===== src/hdl/lft_pkg.sv =====
// Shared types, constants and helper functions of the lane fit tracker.
package lft_pkg;

    // Port field widths.
    localparam int IN_CW     = 12;
    localparam int CFG_W     = 12;
    localparam int CFG_IDX_W = 2;
    localparam int X_W       = 15;

    // Datapath word of the shared arithmetic units.
    localparam int WORD_W = 64;
    localparam int HALF_W = 32;

    // Fraction bits of the slope threshold.
    localparam int FRAC_BITS = 8;

    // Input word kinds.
    localparam logic [1:0] KIND_SEG   = 2'd0;
    localparam logic [1:0] KIND_LAST  = 2'd1;
    localparam logic [1:0] KIND_EMPTY = 2'd2;

    // Configuration register indexes.
    localparam logic [CFG_IDX_W-1:0] REG_SLOPE  = 2'd0;
    localparam logic [CFG_IDX_W-1:0] REG_BOTTOM = 2'd1;
    localparam logic [CFG_IDX_W-1:0] REG_TOP    = 2'd2;

    // Register reset values.
    localparam logic [CFG_W-1:0] SLOPE_RST  = 12'd128;
    localparam logic [CFG_W-1:0] BOTTOM_RST = 12'd720;
    localparam logic [CFG_W-1:0] TOP_RST    = 12'd396;

    localparam logic [X_W-1:0] X_MAX = 15'h7fff;

    // Side selects.
    localparam logic SIDE_L = 1'b0;
    localparam logic SIDE_R = 1'b1;

    typedef struct packed {
        logic [1:0]       kind;
        logic [IN_CW-1:0] start_x;
        logic [IN_CW-1:0] start_y;
        logic [IN_CW-1:0] end_x;
        logic [IN_CW-1:0] end_y;
    } t_in_word;

    typedef struct packed {
        logic           lanes_valid;
        logic [X_W-1:0] left_bottom_x;
        logic [X_W-1:0] left_top_x;
        logic [X_W-1:0] right_bottom_x;
        logic [X_W-1:0] right_top_x;
    } t_out_word;

    // Request and response of a multi-cycle arithmetic unit.
    typedef struct packed {
        logic              go;
        logic [WORD_W-1:0] a;
        logic [WORD_W-1:0] b;
    } t_unit_req;

    typedef struct packed {
        logic              done;
        logic [WORD_W-1:0] result;
    } t_unit_rsp;

    typedef enum logic [6:0] {
        S_IDLE = 7'b0000001,
        S_MUL  = 7'b0000010,
        S_DIV  = 7'b0000100,
        S_PUSH = 7'b0001000,
        S_AVG  = 7'b0010000,
        S_FIN  = 7'b0100000,
        S_OUT  = 7'b1000000
    } t_state;

    // Multiplier steps: segment accumulation, then the per-side fit.
    typedef enum logic [3:0] {
        M_SLOPE, M_X0X0, M_X0Y0, M_X1X1, M_X1Y1,
        M_F0, M_F1, M_F2, M_F3, M_F4, M_F5, M_F6, M_F7, M_F8, M_F9
    } t_mstep;

    // Divider steps: lane x at both rows, then the four averages.
    typedef enum logic [2:0] {
        D_XB, D_XT, D_ALB, D_ALT, D_ARB, D_ART
    } t_dstep;

    // Two's complement magnitude of a word.
    function automatic logic [WORD_W-1:0] mag64(input logic [WORD_W-1:0] v);
        return v[WORD_W-1] ? (~v + 64'd1) : v;
    endfunction

    // Clamp a nonnegative lane column to the stored width.
    function automatic logic [X_W-1:0] sat_x(input logic [WORD_W-1:0] v);
        return (|v[WORD_W-2:X_W]) ? X_MAX : v[X_W-1:0];
    endfunction

endpackage


===== src/hdl/lft_mul.sv =====
// Shared 64-bit multiplier, modulo 2^64, built from one reused 32x32 multiplier.
module lft_mul (
    input  logic               i_clk,
    input  logic               i_rst_n,
    input  lft_pkg::t_unit_req i_req,
    output lft_pkg::t_unit_rsp o_rsp
);

    localparam int WW = lft_pkg::WORD_W;
    localparam int HW = lft_pkg::HALF_W;

    localparam logic [1:0] PH_LL = 2'd0;
    localparam logic [1:0] PH_LH = 2'd1;
    localparam logic [1:0] PH_HL = 2'd2;

    logic          r_busy;
    logic          r_done;
    logic [1:0]    r_ph;
    logic [WW-1:0] r_a;
    logic [WW-1:0] r_b;
    logic [WW-1:0] r_lo;
    logic [HW-1:0] r_mid;
    logic [WW-1:0] r_p;
    logic [HW-1:0] op_a;
    logic [HW-1:0] op_b;
    logic [WW-1:0] prod;

    // Pick the half words for the current partial product.
    always_comb begin
        unique case (r_ph)
            PH_LH: begin
                op_a = r_a[HW-1:0];
                op_b = r_b[WW-1:HW];
            end
            PH_HL: begin
                op_a = r_a[WW-1:HW];
                op_b = r_b[HW-1:0];
            end
            default: begin
                op_a = r_a[HW-1:0];
                op_b = r_b[HW-1:0];
            end
        endcase
    end

    assign prod = op_a * op_b;

    // Low product first, then the two cross products that reach the upper half.
    always_ff @(posedge i_clk) begin
        if (!i_rst_n) begin
            r_busy <= 1'b0;
            r_done <= 1'b0;
            r_ph   <= PH_LL;
        end else begin
            r_done <= 1'b0;
            if (i_req.go) begin
                r_a    <= i_req.a;
                r_b    <= i_req.b;
                r_busy <= 1'b1;
                r_ph   <= PH_LL;
            end else if (r_busy) begin
                unique case (r_ph)
                    PH_LL: begin
                        r_lo <= prod;
                        r_ph <= PH_LH;
                    end
                    PH_LH: begin
                        r_mid <= prod[HW-1:0];
                        r_ph  <= PH_HL;
                    end
                    default: begin
                        r_p    <= r_lo + {r_mid + prod[HW-1:0], {HW{1'b0}}};
                        r_busy <= 1'b0;
                        r_done <= 1'b1;
                        r_ph   <= PH_LL;
                    end
                endcase
            end
        end
    end

    assign o_rsp.done   = r_done;
    assign o_rsp.result = r_p;

endmodule


===== config.mk =====
export PLATFORM = sky130hd
export DESIGN_NAME = lft_mul
export DESIGN_NICKNAME = d
export VERILOG_FILES = /design/src/hdl/lft_pkg.sv /design/src/hdl/lft_mul.sv
export SDC_FILE = /design/constraint.sdc
export NUM_CORES = 2
export LEC_CHECK = 0
export ABC_AREA = 1
export BUFFER_PORTS_ARGS = -buffer_cell sky130_fd_sc_hd__buf_2
export CAP_MARGIN = 10
export CORE_MARGIN = 3
export CORE_UTILIZATION = 50
export DETAILED_ROUTE_END_ITERATION = 8
export PLACE_DENSITY = 0.69
export SLEW_MARGIN = 15
export SYNTH_ARGS = -nofsm -noshare
export SYNTH_HDL_FRONTEND = slang
export SYNTH_SLANG_ARGS = --single-unit

===== constraint.sdc =====
create_clock -name i_clk -period 11.76 [get_ports i_clk]
set_input_delay 0 -clock i_clk [delete_from_list [all_inputs] [get_ports i_clk]]
set_output_delay 0 -clock i_clk [all_outputs]
set_load 0.05 [all_outputs]

==> flow_summary.ini <==
[cts]
cts_sinks = 292
clock_latency_ns = 0.57
cts_tree = yes
clkTransAtPathRegs_ns = 0.06
cts_buffers = 34
clockBufferDepth = 3
cts_root_buf = clkbuf_16
cts_max_level = 2

[yosys]
synth_seq_cells = 292
yosysMostFrequentCell = inv_1
synth_cells = 5176
synth_ff_type = edfxtp_1
synth_top_area_share = 0.384
yosys-top-cells-area = fa_1 (38%), edfxtp_1 (18%), inv_1 (9.4%)
ys_top_cells_by_count = inv_1 (1177), nand2_1 (1049), fa_1 (898)
netlist_area_um2 = 46800
ys_types = 54
ys_seq_area_frac = 0.186
yosysWarnings = 0
synthArstFlopShare = 0
synth_edf_count = 288
syn_area_per_cell_um2 = 9.05
synth_nets = 6535
yosys.area.top_type = fa_1

[worst_setup_path]
rr_startpoint = r_ph[0]
critPathCaptureType = flop
critPathRequiredTime_ns = 12.09
worst-path-max-fanout = 50
critPathSlowestCell = o21ai_1
cp-start-kind = flop
critPathKind = reg -> reg
crit_buf_inv = 10
r2r_end = r_p[63]
crit_family = adder cells
r2r_setup_slack_ns = 0.77
worst-path-stages = 41
critical_path.endpoint = r_p[63]
crit_path_start = r_ph[0]
r2r_cells = 41
max_stage_delay_ns = 0.77
arrival_ns = 11.32

[floorplan]
dieArea_um2 = 97400
die_y_um = 312
placementRows = 111
ios = 196
initial_core_util = 0.508
core_um2 = 92200
die_w_um = 312

[global_routing]
grt_max_degree = 73
grt_usage = 0.312
overflow = 0
grt_pass1_wl_mm = 230
grt_pass1_vias = 39600
antenna_found_initial = 0

[status]
status = finished, final reports clean

[sta]
relSlewSlack = 0.184
hold_violations = 0
rsz0062_at_grt = no
tightest_slew_ns = 1.22
setup_viol = 0
period_share = 0.934
fmax_mhz = 91.0
min_period_ns = 10.99
clock_skew_ns = 0.0227
drv_slew = 0
fin_setup_tns_ns = 0

[drt]
vias_per_cell = 5.39
drtIter0Drc = 2872
met3_length_mm = 15.1
wl_per_cell_um = 21.8
met2_length_mm = 67.8
drt-met1-wl_mm = 55.2
firstDrtPassIters = 6
drc_errors = 0
ant_nets = 0
wirelength_mm = 148
vias = 36500
top_layer = met4

[layout]
antenna_cells = 0
layout.nets = 6855
drive_gt1_frac = 0.0955
area_delta_synth_final_pct = 10.7

[run]
cap_violations = 0

[placed_design]
dp_hpwl_mm = 122
placement.io_buffers = 195
routabilityCongestion = 1.01

[worst_hold_path]
hold_class = in -> reg
[registers in the layout (all words and copies together), names as in the netlist]
name,flops
r_p,64
r_mid,32
r_busy,1
r_lo,64
r_a,64
r_b,64
r_ph,2
r_done,1
[how the worst min path moves through the flow]
stage,depth (start not counted),startpoint,end,slack (ns)
after floorplan,0,i_req[64],r_a[0],0.1
after global placement,1,i_req[113],r_a[49],0.18
after detailed placement,1,i_req[116],r_a[52],0.18
after CTS,2,i_req[2],r_b[2],0.11
after global routing,2,i_req[86],r_a[22],0.13
final,2,i_req[68],r_a[4],0.14
[final cells by class]
type,count,area [µm²]
clock buffers,42,902
fillers,8291,40400
inverters,1230,4620
multi-input cells,3495,32600
repair buffers,443,3180
flip-flops and latches,292,8730
well taps,1243,1560
clock inverters,19,248
[logic make-up after synthesis]
| logic type | count (synthesis) | share of synthesized area |
|---|---|---|
| fa+ha+maj | 1228 | 0.472 |
| xor+xnor | 108 | 0.0202 |
| simple gates | 1785 | 0.150 |
| compound gates | 374 | 0.0521 |
| flops | 292 | 0.186 |
| buf+inv | 1389 | 0.119 |
[through the flow]
stage,setup WS (ns),util,cells,hold WS (ns),area [µm²]
3_5_place_dp,0.717,0.536,6572,0.178,49400
4_1_cts,0.722,0.562,6764,0.114,51800
6_report,0.772,0.562,6764,0.139,51800
3_3_place_gp,0.588,0.536,6572,0.176,49400
5_1_grt,0.100,0.562,6764,0.133,51800
2_1_floorplan,2.45,-,5176,0.0989,46800
[metal layers]
metal	up-vias	global-route usage
li1	16100	-
met3	480	0.0802
met2	1824	0.509
met5	-	0
met4	0	0.158
met1	18100	0.387
[placed cells by master, fill, tap and decap left out, types with 4 or more instances in the layout]
cell type / Yosys / layout
inv_1: 1177 / 1176
nand2_1: 1049 / 1049
fa_1: 898 / 898
nor2_1: 567 / 565
ha_1: 330 / 330
edfxtp_1: 288 / 288
buf_2: 96 / 195
a21oi_1: 149 / 149
dlygate4sd3_1: 0 / 131
buf_4: 34 / 116
nand3_1: 85 / 85
xor2_1: 75 / 75
o21ai_0: 62 / 61
o21ai_2: 36 / 49
inv_2: 46 / 46
clkbuf_16: 0 / 35
xnor2_1: 33 / 33
a21o_1: 28 / 28
o21bai_1: 23 / 23
nor3_1: 22 / 21
o21ai_4: 17 / 19
nand2_2: 18 / 18
nand4_1: 12 / 12
clkinv_1: 6 / 9
o21ai_1: 23 / 9
nor2_2: 8 / 9
a31oi_1: 8 / 8
nor4_1: 7 / 7
clkbuf_1: 16 / 7
a21oi_2: 5 / 5
o211ai_1: 5 / 5
bufinv_16: 0 / 5
clkinv_2: 0 / 5
a211oi_1: 4 / 4
a21boi_0: 4 / 4
dfxtp_1: 4 / 4
[timing repair]
action | 4_1_cts | 5_1_grt
resized for setup | 0 | 1
hold buffers | 131 | 0
setup endpoints to repair | 0 | 1
setup buffers | 0 | 0
endpoints found under the hold margin | 132 | 0
Power is left out: the tool's default activity adds up to more than one toggle a clock period on the data nets, which glitch-free logic cannot reach.
