$ cat config.mk
export PLATFORM = sky130hd
export DESIGN_NAME = lft_div
export DESIGN_NICKNAME = d
export VERILOG_FILES = /design/src/hdl/lft_pkg.sv /design/src/hdl/lft_div.sv
export SDC_FILE = /design/constraint.sdc
export NUM_CORES = 1
export LEC_CHECK = 0
export BUFFER_PORTS_ARGS = -buffer_cell sky130_fd_sc_hd__buf_4
export CAP_MARGIN = 20
export CORE_MARGIN = 4
export CORE_UTILIZATION = 50
export DETAILED_ROUTE_END_ITERATION = 12
export PLACE_DENSITY = 0.74
export SYNTH_ARGS = -nofsm -noshare
export SYNTH_HDL_FRONTEND = slang
export SYNTH_SLANG_ARGS = --single-unit
export TNS_END_PERCENT = 1
$ cat constraint.sdc
create_clock -name i_clk -period 12.85 [get_ports i_clk]
set_input_delay 0.6425 -clock i_clk [delete_from_list [all_inputs] [get_ports i_clk]]
set_output_delay 0.6425 -clock i_clk [all_outputs]
set_load 0.05 [all_outputs]
$ cat src/hdl/lft_pkg.sv
// Shared types, constants and helper functions of the lane fit tracker.
package lft_pkg;

    // Port field widths.
    localparam int IN_CW     = 12;
    localparam int CFG_W     = 12;
    localparam int CFG_IDX_W = 2;
    localparam int X_W       = 15;

    // Datapath word of the shared arithmetic units.
    localparam int WORD_W = 64;
    localparam int HALF_W = 32;

    // Fraction bits of the slope threshold.
    localparam int FRAC_BITS = 8;

    // Input word kinds.
    localparam logic [1:0] KIND_SEG   = 2'd0;
    localparam logic [1:0] KIND_LAST  = 2'd1;
    localparam logic [1:0] KIND_EMPTY = 2'd2;

    // Configuration register indexes.
    localparam logic [CFG_IDX_W-1:0] REG_SLOPE  = 2'd0;
    localparam logic [CFG_IDX_W-1:0] REG_BOTTOM = 2'd1;
    localparam logic [CFG_IDX_W-1:0] REG_TOP    = 2'd2;

    // Register reset values.
    localparam logic [CFG_W-1:0] SLOPE_RST  = 12'd128;
    localparam logic [CFG_W-1:0] BOTTOM_RST = 12'd720;
    localparam logic [CFG_W-1:0] TOP_RST    = 12'd396;

    localparam logic [X_W-1:0] X_MAX = 15'h7fff;

    // Side selects.
    localparam logic SIDE_L = 1'b0;
    localparam logic SIDE_R = 1'b1;

    typedef struct packed {
        logic [1:0]       kind;
        logic [IN_CW-1:0] start_x;
        logic [IN_CW-1:0] start_y;
        logic [IN_CW-1:0] end_x;
        logic [IN_CW-1:0] end_y;
    } t_in_word;

    typedef struct packed {
        logic           lanes_valid;
        logic [X_W-1:0] left_bottom_x;
        logic [X_W-1:0] left_top_x;
        logic [X_W-1:0] right_bottom_x;
        logic [X_W-1:0] right_top_x;
    } t_out_word;

    // Request and response of a multi-cycle arithmetic unit.
    typedef struct packed {
        logic              go;
        logic [WORD_W-1:0] a;
        logic [WORD_W-1:0] b;
    } t_unit_req;

    typedef struct packed {
        logic              done;
        logic [WORD_W-1:0] result;
    } t_unit_rsp;

    typedef enum logic [6:0] {
        S_IDLE = 7'b0000001,
        S_MUL  = 7'b0000010,
        S_DIV  = 7'b0000100,
        S_PUSH = 7'b0001000,
        S_AVG  = 7'b0010000,
        S_FIN  = 7'b0100000,
        S_OUT  = 7'b1000000
    } t_state;

    // Multiplier steps: segment accumulation, then the per-side fit.
    typedef enum logic [3:0] {
        M_SLOPE, M_X0X0, M_X0Y0, M_X1X1, M_X1Y1,
        M_F0, M_F1, M_F2, M_F3, M_F4, M_F5, M_F6, M_F7, M_F8, M_F9
    } t_mstep;

    // Divider steps: lane x at both rows, then the four averages.
    typedef enum logic [2:0] {
        D_XB, D_XT, D_ALB, D_ALT, D_ARB, D_ART
    } t_dstep;

    // Two's complement magnitude of a word.
    function automatic logic [WORD_W-1:0] mag64(input logic [WORD_W-1:0] v);
        return v[WORD_W-1] ? (~v + 64'd1) : v;
    endfunction

    // Clamp a nonnegative lane column to the stored width.
    function automatic logic [X_W-1:0] sat_x(input logic [WORD_W-1:0] v);
        return (|v[WORD_W-2:X_W]) ? X_MAX : v[X_W-1:0];
    endfunction

endpackage

$ cat src/hdl/lft_div.sv
// Shared unsigned 64-bit restoring divider, one quotient bit per cycle.
module lft_div (
    input  logic               i_clk,
    input  logic               i_rst_n,
    input  lft_pkg::t_unit_req i_req,
    output lft_pkg::t_unit_rsp o_rsp
);

    localparam int WW = lft_pkg::WORD_W;
    localparam int CNW = $clog2(WW);
    localparam logic [CNW-1:0] LAST = CNW'(WW - 1);

    logic           r_busy;
    logic           r_done;
    logic [CNW-1:0] r_cnt;
    logic [WW-1:0]  r_rem;
    logic [WW-1:0]  r_quo;
    logic [WW-1:0]  r_dvs;
    logic [WW:0]    rem_sh;
    logic [WW:0]    rem_sub;
    logic           ge;

    // Shift in the next dividend bit and try the subtraction.
    assign rem_sh  = {r_rem, r_quo[WW-1]};
    assign rem_sub = rem_sh - {1'b0, r_dvs};
    assign ge      = rem_sh >= {1'b0, r_dvs};

    always_ff @(posedge i_clk) begin
        if (!i_rst_n) begin
            r_busy <= 1'b0;
            r_done <= 1'b0;
            r_cnt  <= '0;
        end else begin
            r_done <= 1'b0;
            if (i_req.go) begin
                r_rem  <= '0;
                r_quo  <= i_req.a;
                r_dvs  <= i_req.b;
                r_cnt  <= '0;
                r_busy <= 1'b1;
            end else if (r_busy) begin
                r_rem <= ge ? rem_sub[WW-1:0] : rem_sh[WW-1:0];
                r_quo <= {r_quo[WW-2:0], ge};
                r_cnt <= r_cnt + 1'b1;
                if (r_cnt == LAST) begin
                    r_busy <= 1'b0;
                    r_done <= 1'b1;
                end
            end
        end
    end

    assign o_rsp.done   = r_done;
    assign o_rsp.result = r_quo;

endmodule
==> results.py <==
metrics = {
    "power_and_ir_drop": {
        "leakage_nw": 5.75,
        "ir_drop_uv": 85.9,
        "p_per_area_nw_per_um2": 137,
    },
    "worst_setup_path": {
        "worstReg2RegEnd": "r_rem[55]$_SDFFCE_PP0P_",
        "end_kind": "register",
        "r2r_start": "r_rem[15]$_SDFFCE_PP0P_",
        "required_ns": 13.16,
        "critPathArrivalTime_ns": 5.14,
        "worstSetupPathType": "register to register",
        "rrSetupSlack_ns": 8.02,
        "critPathBufInv": 1,
        "reg2reg_depth": 12,
        "cp-start-kind": "register",
        "cpPeakStageDelay_ns": 0.82,
        "crit_path_cell_trace": "ha_1, a21oi_1, o21ai_0, or4_1, a31oi_1, o21ai_2, a31oi_4, o31ai_4, a31oi_4, buf_4, nor2b_1, a22o_1",
        "crit_fanout": 92,
        "cp_top_family": "compound AO/OA/AOI/OAI gates",
        "cp_slowest_cell": "buf_4",
        "worst_path_most_repeated_cell": "a31oi_4",
    },
    "sta": {
        "fin_crit_ns": 4.83,
        "tightestPinTransition_ns": 0.936,
        "fmax_ghz": 0.207,
        "rsz0062_at_grt": "false",
        "hold_viol_final": 0,
        "finalSetupViolCount": 0,
        "finalClockSkew_ns": 0.0259,
        "slew_headroom_pct": 37.6,
        "tns_ns": 0,
        "hold_ws_ns": 0.361,
        "period_share_pct": 37.6,
        "slew_violations": 0,
    },
    "yosys": {
        "syn-mean-instance-area_sq_um": 10.6,
        "syn_nets": 1306,
        "ys_seq_area_share_pct": 50.5,
        "synthesis.area_sq_um": 11700,
        "synth.distinct_cells": 65,
        "async_flop_share_pct": 0,
        "synth-edff-count": 192,
        "ys_ff_latch": 200,
        "ys.flop_type": "edfxtp_1",
        "postSynthCellCount": 1109,
        "yosysWarnings": 0,
    },
    "routing": {
        "wl_mm": 27.9,
        "drc": 0,
        "dr.pass1.iters": 5,
        "wl_per_cell_um": 17.4,
        "ant_nets": 0,
        "avgViaCountPerCell": 5.45,
        "vias": 8761,
        "drtIter0Drc": 527,
    },
    "global_routing": {
        "grt_pass1_wl_mm": 45.8,
        "grt_use_total_pct": 21.6,
        "grt_start_max_net_pins": 93,
        "antenna_found_initial": 0,
        "grt_pass1_vias": 8893,
        "gr-total-overflow": 0,
    },
    "min_path": {
        "hold_depth": 1,
        "hold_end": "r_dvs[56]$_DFFE_PP_",
        "min-delay-start": "i_req[56]",
        "hold_class": "input port to register",
    },
    "placement": {
        "postPlaceCellArea_sq_um": 13400,
        "gp_congestion": 0.908,
        "dp_hpwl_mm": 20.8,
        "port-buffer-count": 195,
    },
    "floorplan": {
        "initial_core_util_pct": 51.3,
        "die_y_um": 161,
        "io_pins": 196,
        "fp.coreArea_sq_um": 22800,
        "die_area_sq_um": 26000,
        "rows": 55,
        "die_w_um": 161,
    },
    "job": {
        "cap_viol_max_count": 0,
    },
    "finish": {
        "antenna_cells": 0,
        "final_common_cell": "buf_4",
        "drive_above_1_share_pct": 24.0,
        "mostFrequentLayoutCells": "buf_4, edfxtp_1, nor2_1",
        "area_growth_pct": 19.6,
        "fillers": 1951,
        "final_cell_area_sq_um": 14000,
        "nets": 1479,
    },
    "cts": {
        "numCtsBuffers": 17,
        "cts_sinks": 200,
        "cts.reportedPaths.clkPinSlew_ns": 0.09,
        "cts.path.max_buffers": 2,
        "cts_max_level": 4,
        "cts_setup_buffers": 0,
        "ctsHoldBuffers": 0,
        "tritoncts": "done",
        "clk_latency_ns": 0.45,
        "clockRootBuffer": "clkbuf_16",
        "cts_resized": 0,
    },
    "status": {
        "status": "complete, no violations",
    },
}
## layer usage
layer | GRT usage [%] | up-vias | wire length (um) | share of wire (%)
met5 | 0 | - | 0 | 0
met1 | 28.8 | 4116 | 12300 | 44
met4 | 3.92 | 0 | 188 | 0.67
li1 | - | 4354 | - | -
met2 | 35.1 | 276 | 13100 | 47
met3 | 7.22 | 15 | 2400 | 8.6
## kinds of logic (layout without fill, tap and decap cells)
group                      count (synthesis)  count (layout)  share of synthesized area (%)
and+or+nand+nor                          289             289                           11.0
xor gates and xnor gates                  65              65                           4.85
adders and majority gates                 66              66                           7.10
AOI/OAI and AO/OA                        285             285                           15.1
DFF                                      200             200                           50.5
buffers and inverters                    131             317                           4.49
muxes                                     73              73                           6.90
## flip-flops by register name, indices dropped and copies added, names as in the netlist
register and cells:
r_quo 64, r_done 1, r_dvs 64, r_cnt 6, r_rem 64, r_busy 1
## metrics by stage
step,total power [mW],util [%],setup slack [ns],instances
after detailed placement,1.39,58.8,7.99,1576
after floorplan,1.25,-,8.16,1109
after CTS,1.93,61.4,7.99,1608
final,1.92,61.4,8.02,1608
after global routing,2.03,61.4,7.70,1608
after global placement,1.38,58.8,8.22,1576
## cells in the mapped netlist, drive strengths merged, types with 2 or more instances
master | n | area (sq um)
o21bai | 14 | 105
o31a | 2 | 17.5
a311oi | 3 | 26.3
nand2b | 9 | 56.3
nand3 | 11 | 55.1
o21ai | 52 | 264
clkbuf | 33 | 124
o211ai | 3 | 22.5
and2 | 4 | 25.0
a211oi | 4 | 35.0
inv | 85 | 319
buf | 13 | 83.8
nor3 | 11 | 55.1
or2 | 2 | 12.5
nor2 | 142 | 533
and3 | 4 | 25.0
nor2b | 12 | 75.1
mux2i | 10 | 100
dfxtp | 8 | 160
xor2 | 26 | 228
edfxtp | 192 | 5770
o31ai | 2 | 28.8
or4 | 3 | 22.5
nor3b | 2 | 15.0
a31oi | 12 | 111
nand4 | 19 | 119
a22o | 6 | 52.6
mux2 | 63 | 709
o41a | 2 | 22.5
nand2 | 62 | 233
ha | 65 | 813
xnor2 | 39 | 342
o21a | 11 | 82.6
or3 | 4 | 25.0
a211o | 3 | 26.3
a21o | 21 | 158
nor4 | 2 | 27.5
a21oi | 134 | 671
a31o | 2 | 17.5
a2111oi | 2 | 17.5
## layout make-up
type	instances	area [sq um]	area share, %
flip-flops and latches	200	5930	42.2
multi-input cells	778	5290	37.7
repair buffers	200	1500	10.7
clock buffers	18	429	3.06
well taps	313	392	2.79
inverters	85	319	2.27
clock inverters	14	175	1.25
## power breakdown
part | switching [mW] | internal (mW) | leakage (nW)
combinational | 0.337 | 0.228 | 3.56
clock | 0.280 | 0.265 | 0.292
sequential | 0.0265 | 0.783 | 1.90
total | 0.644 | 1.28 | 5.75
## worst max-delay path by stage
stage,start,to,slack (ns),cells after the start
after floorplan,i_req[128],r_busy$_SDFF_PN0_,8.16,4
after global placement,r_rem[15]$_SDFFCE_PP0P_,r_quo[0]$_DFFE_PP_,8.22,12
after detailed placement,r_rem[15]$_SDFFCE_PP0P_,r_quo[0]$_DFFE_PP_,7.99,12
after CTS,r_rem[15]$_SDFFCE_PP0P_,r_rem[55]$_SDFFCE_PP0P_,7.99,12
after global routing,r_rem[15]$_SDFFCE_PP0P_,r_rem[52]$_SDFFCE_PP0P_,7.70,12
final,r_rem[15]$_SDFFCE_PP0P_,r_rem[55]$_SDFFCE_PP0P_,8.02,12
(Power assumes the default switching activity.)
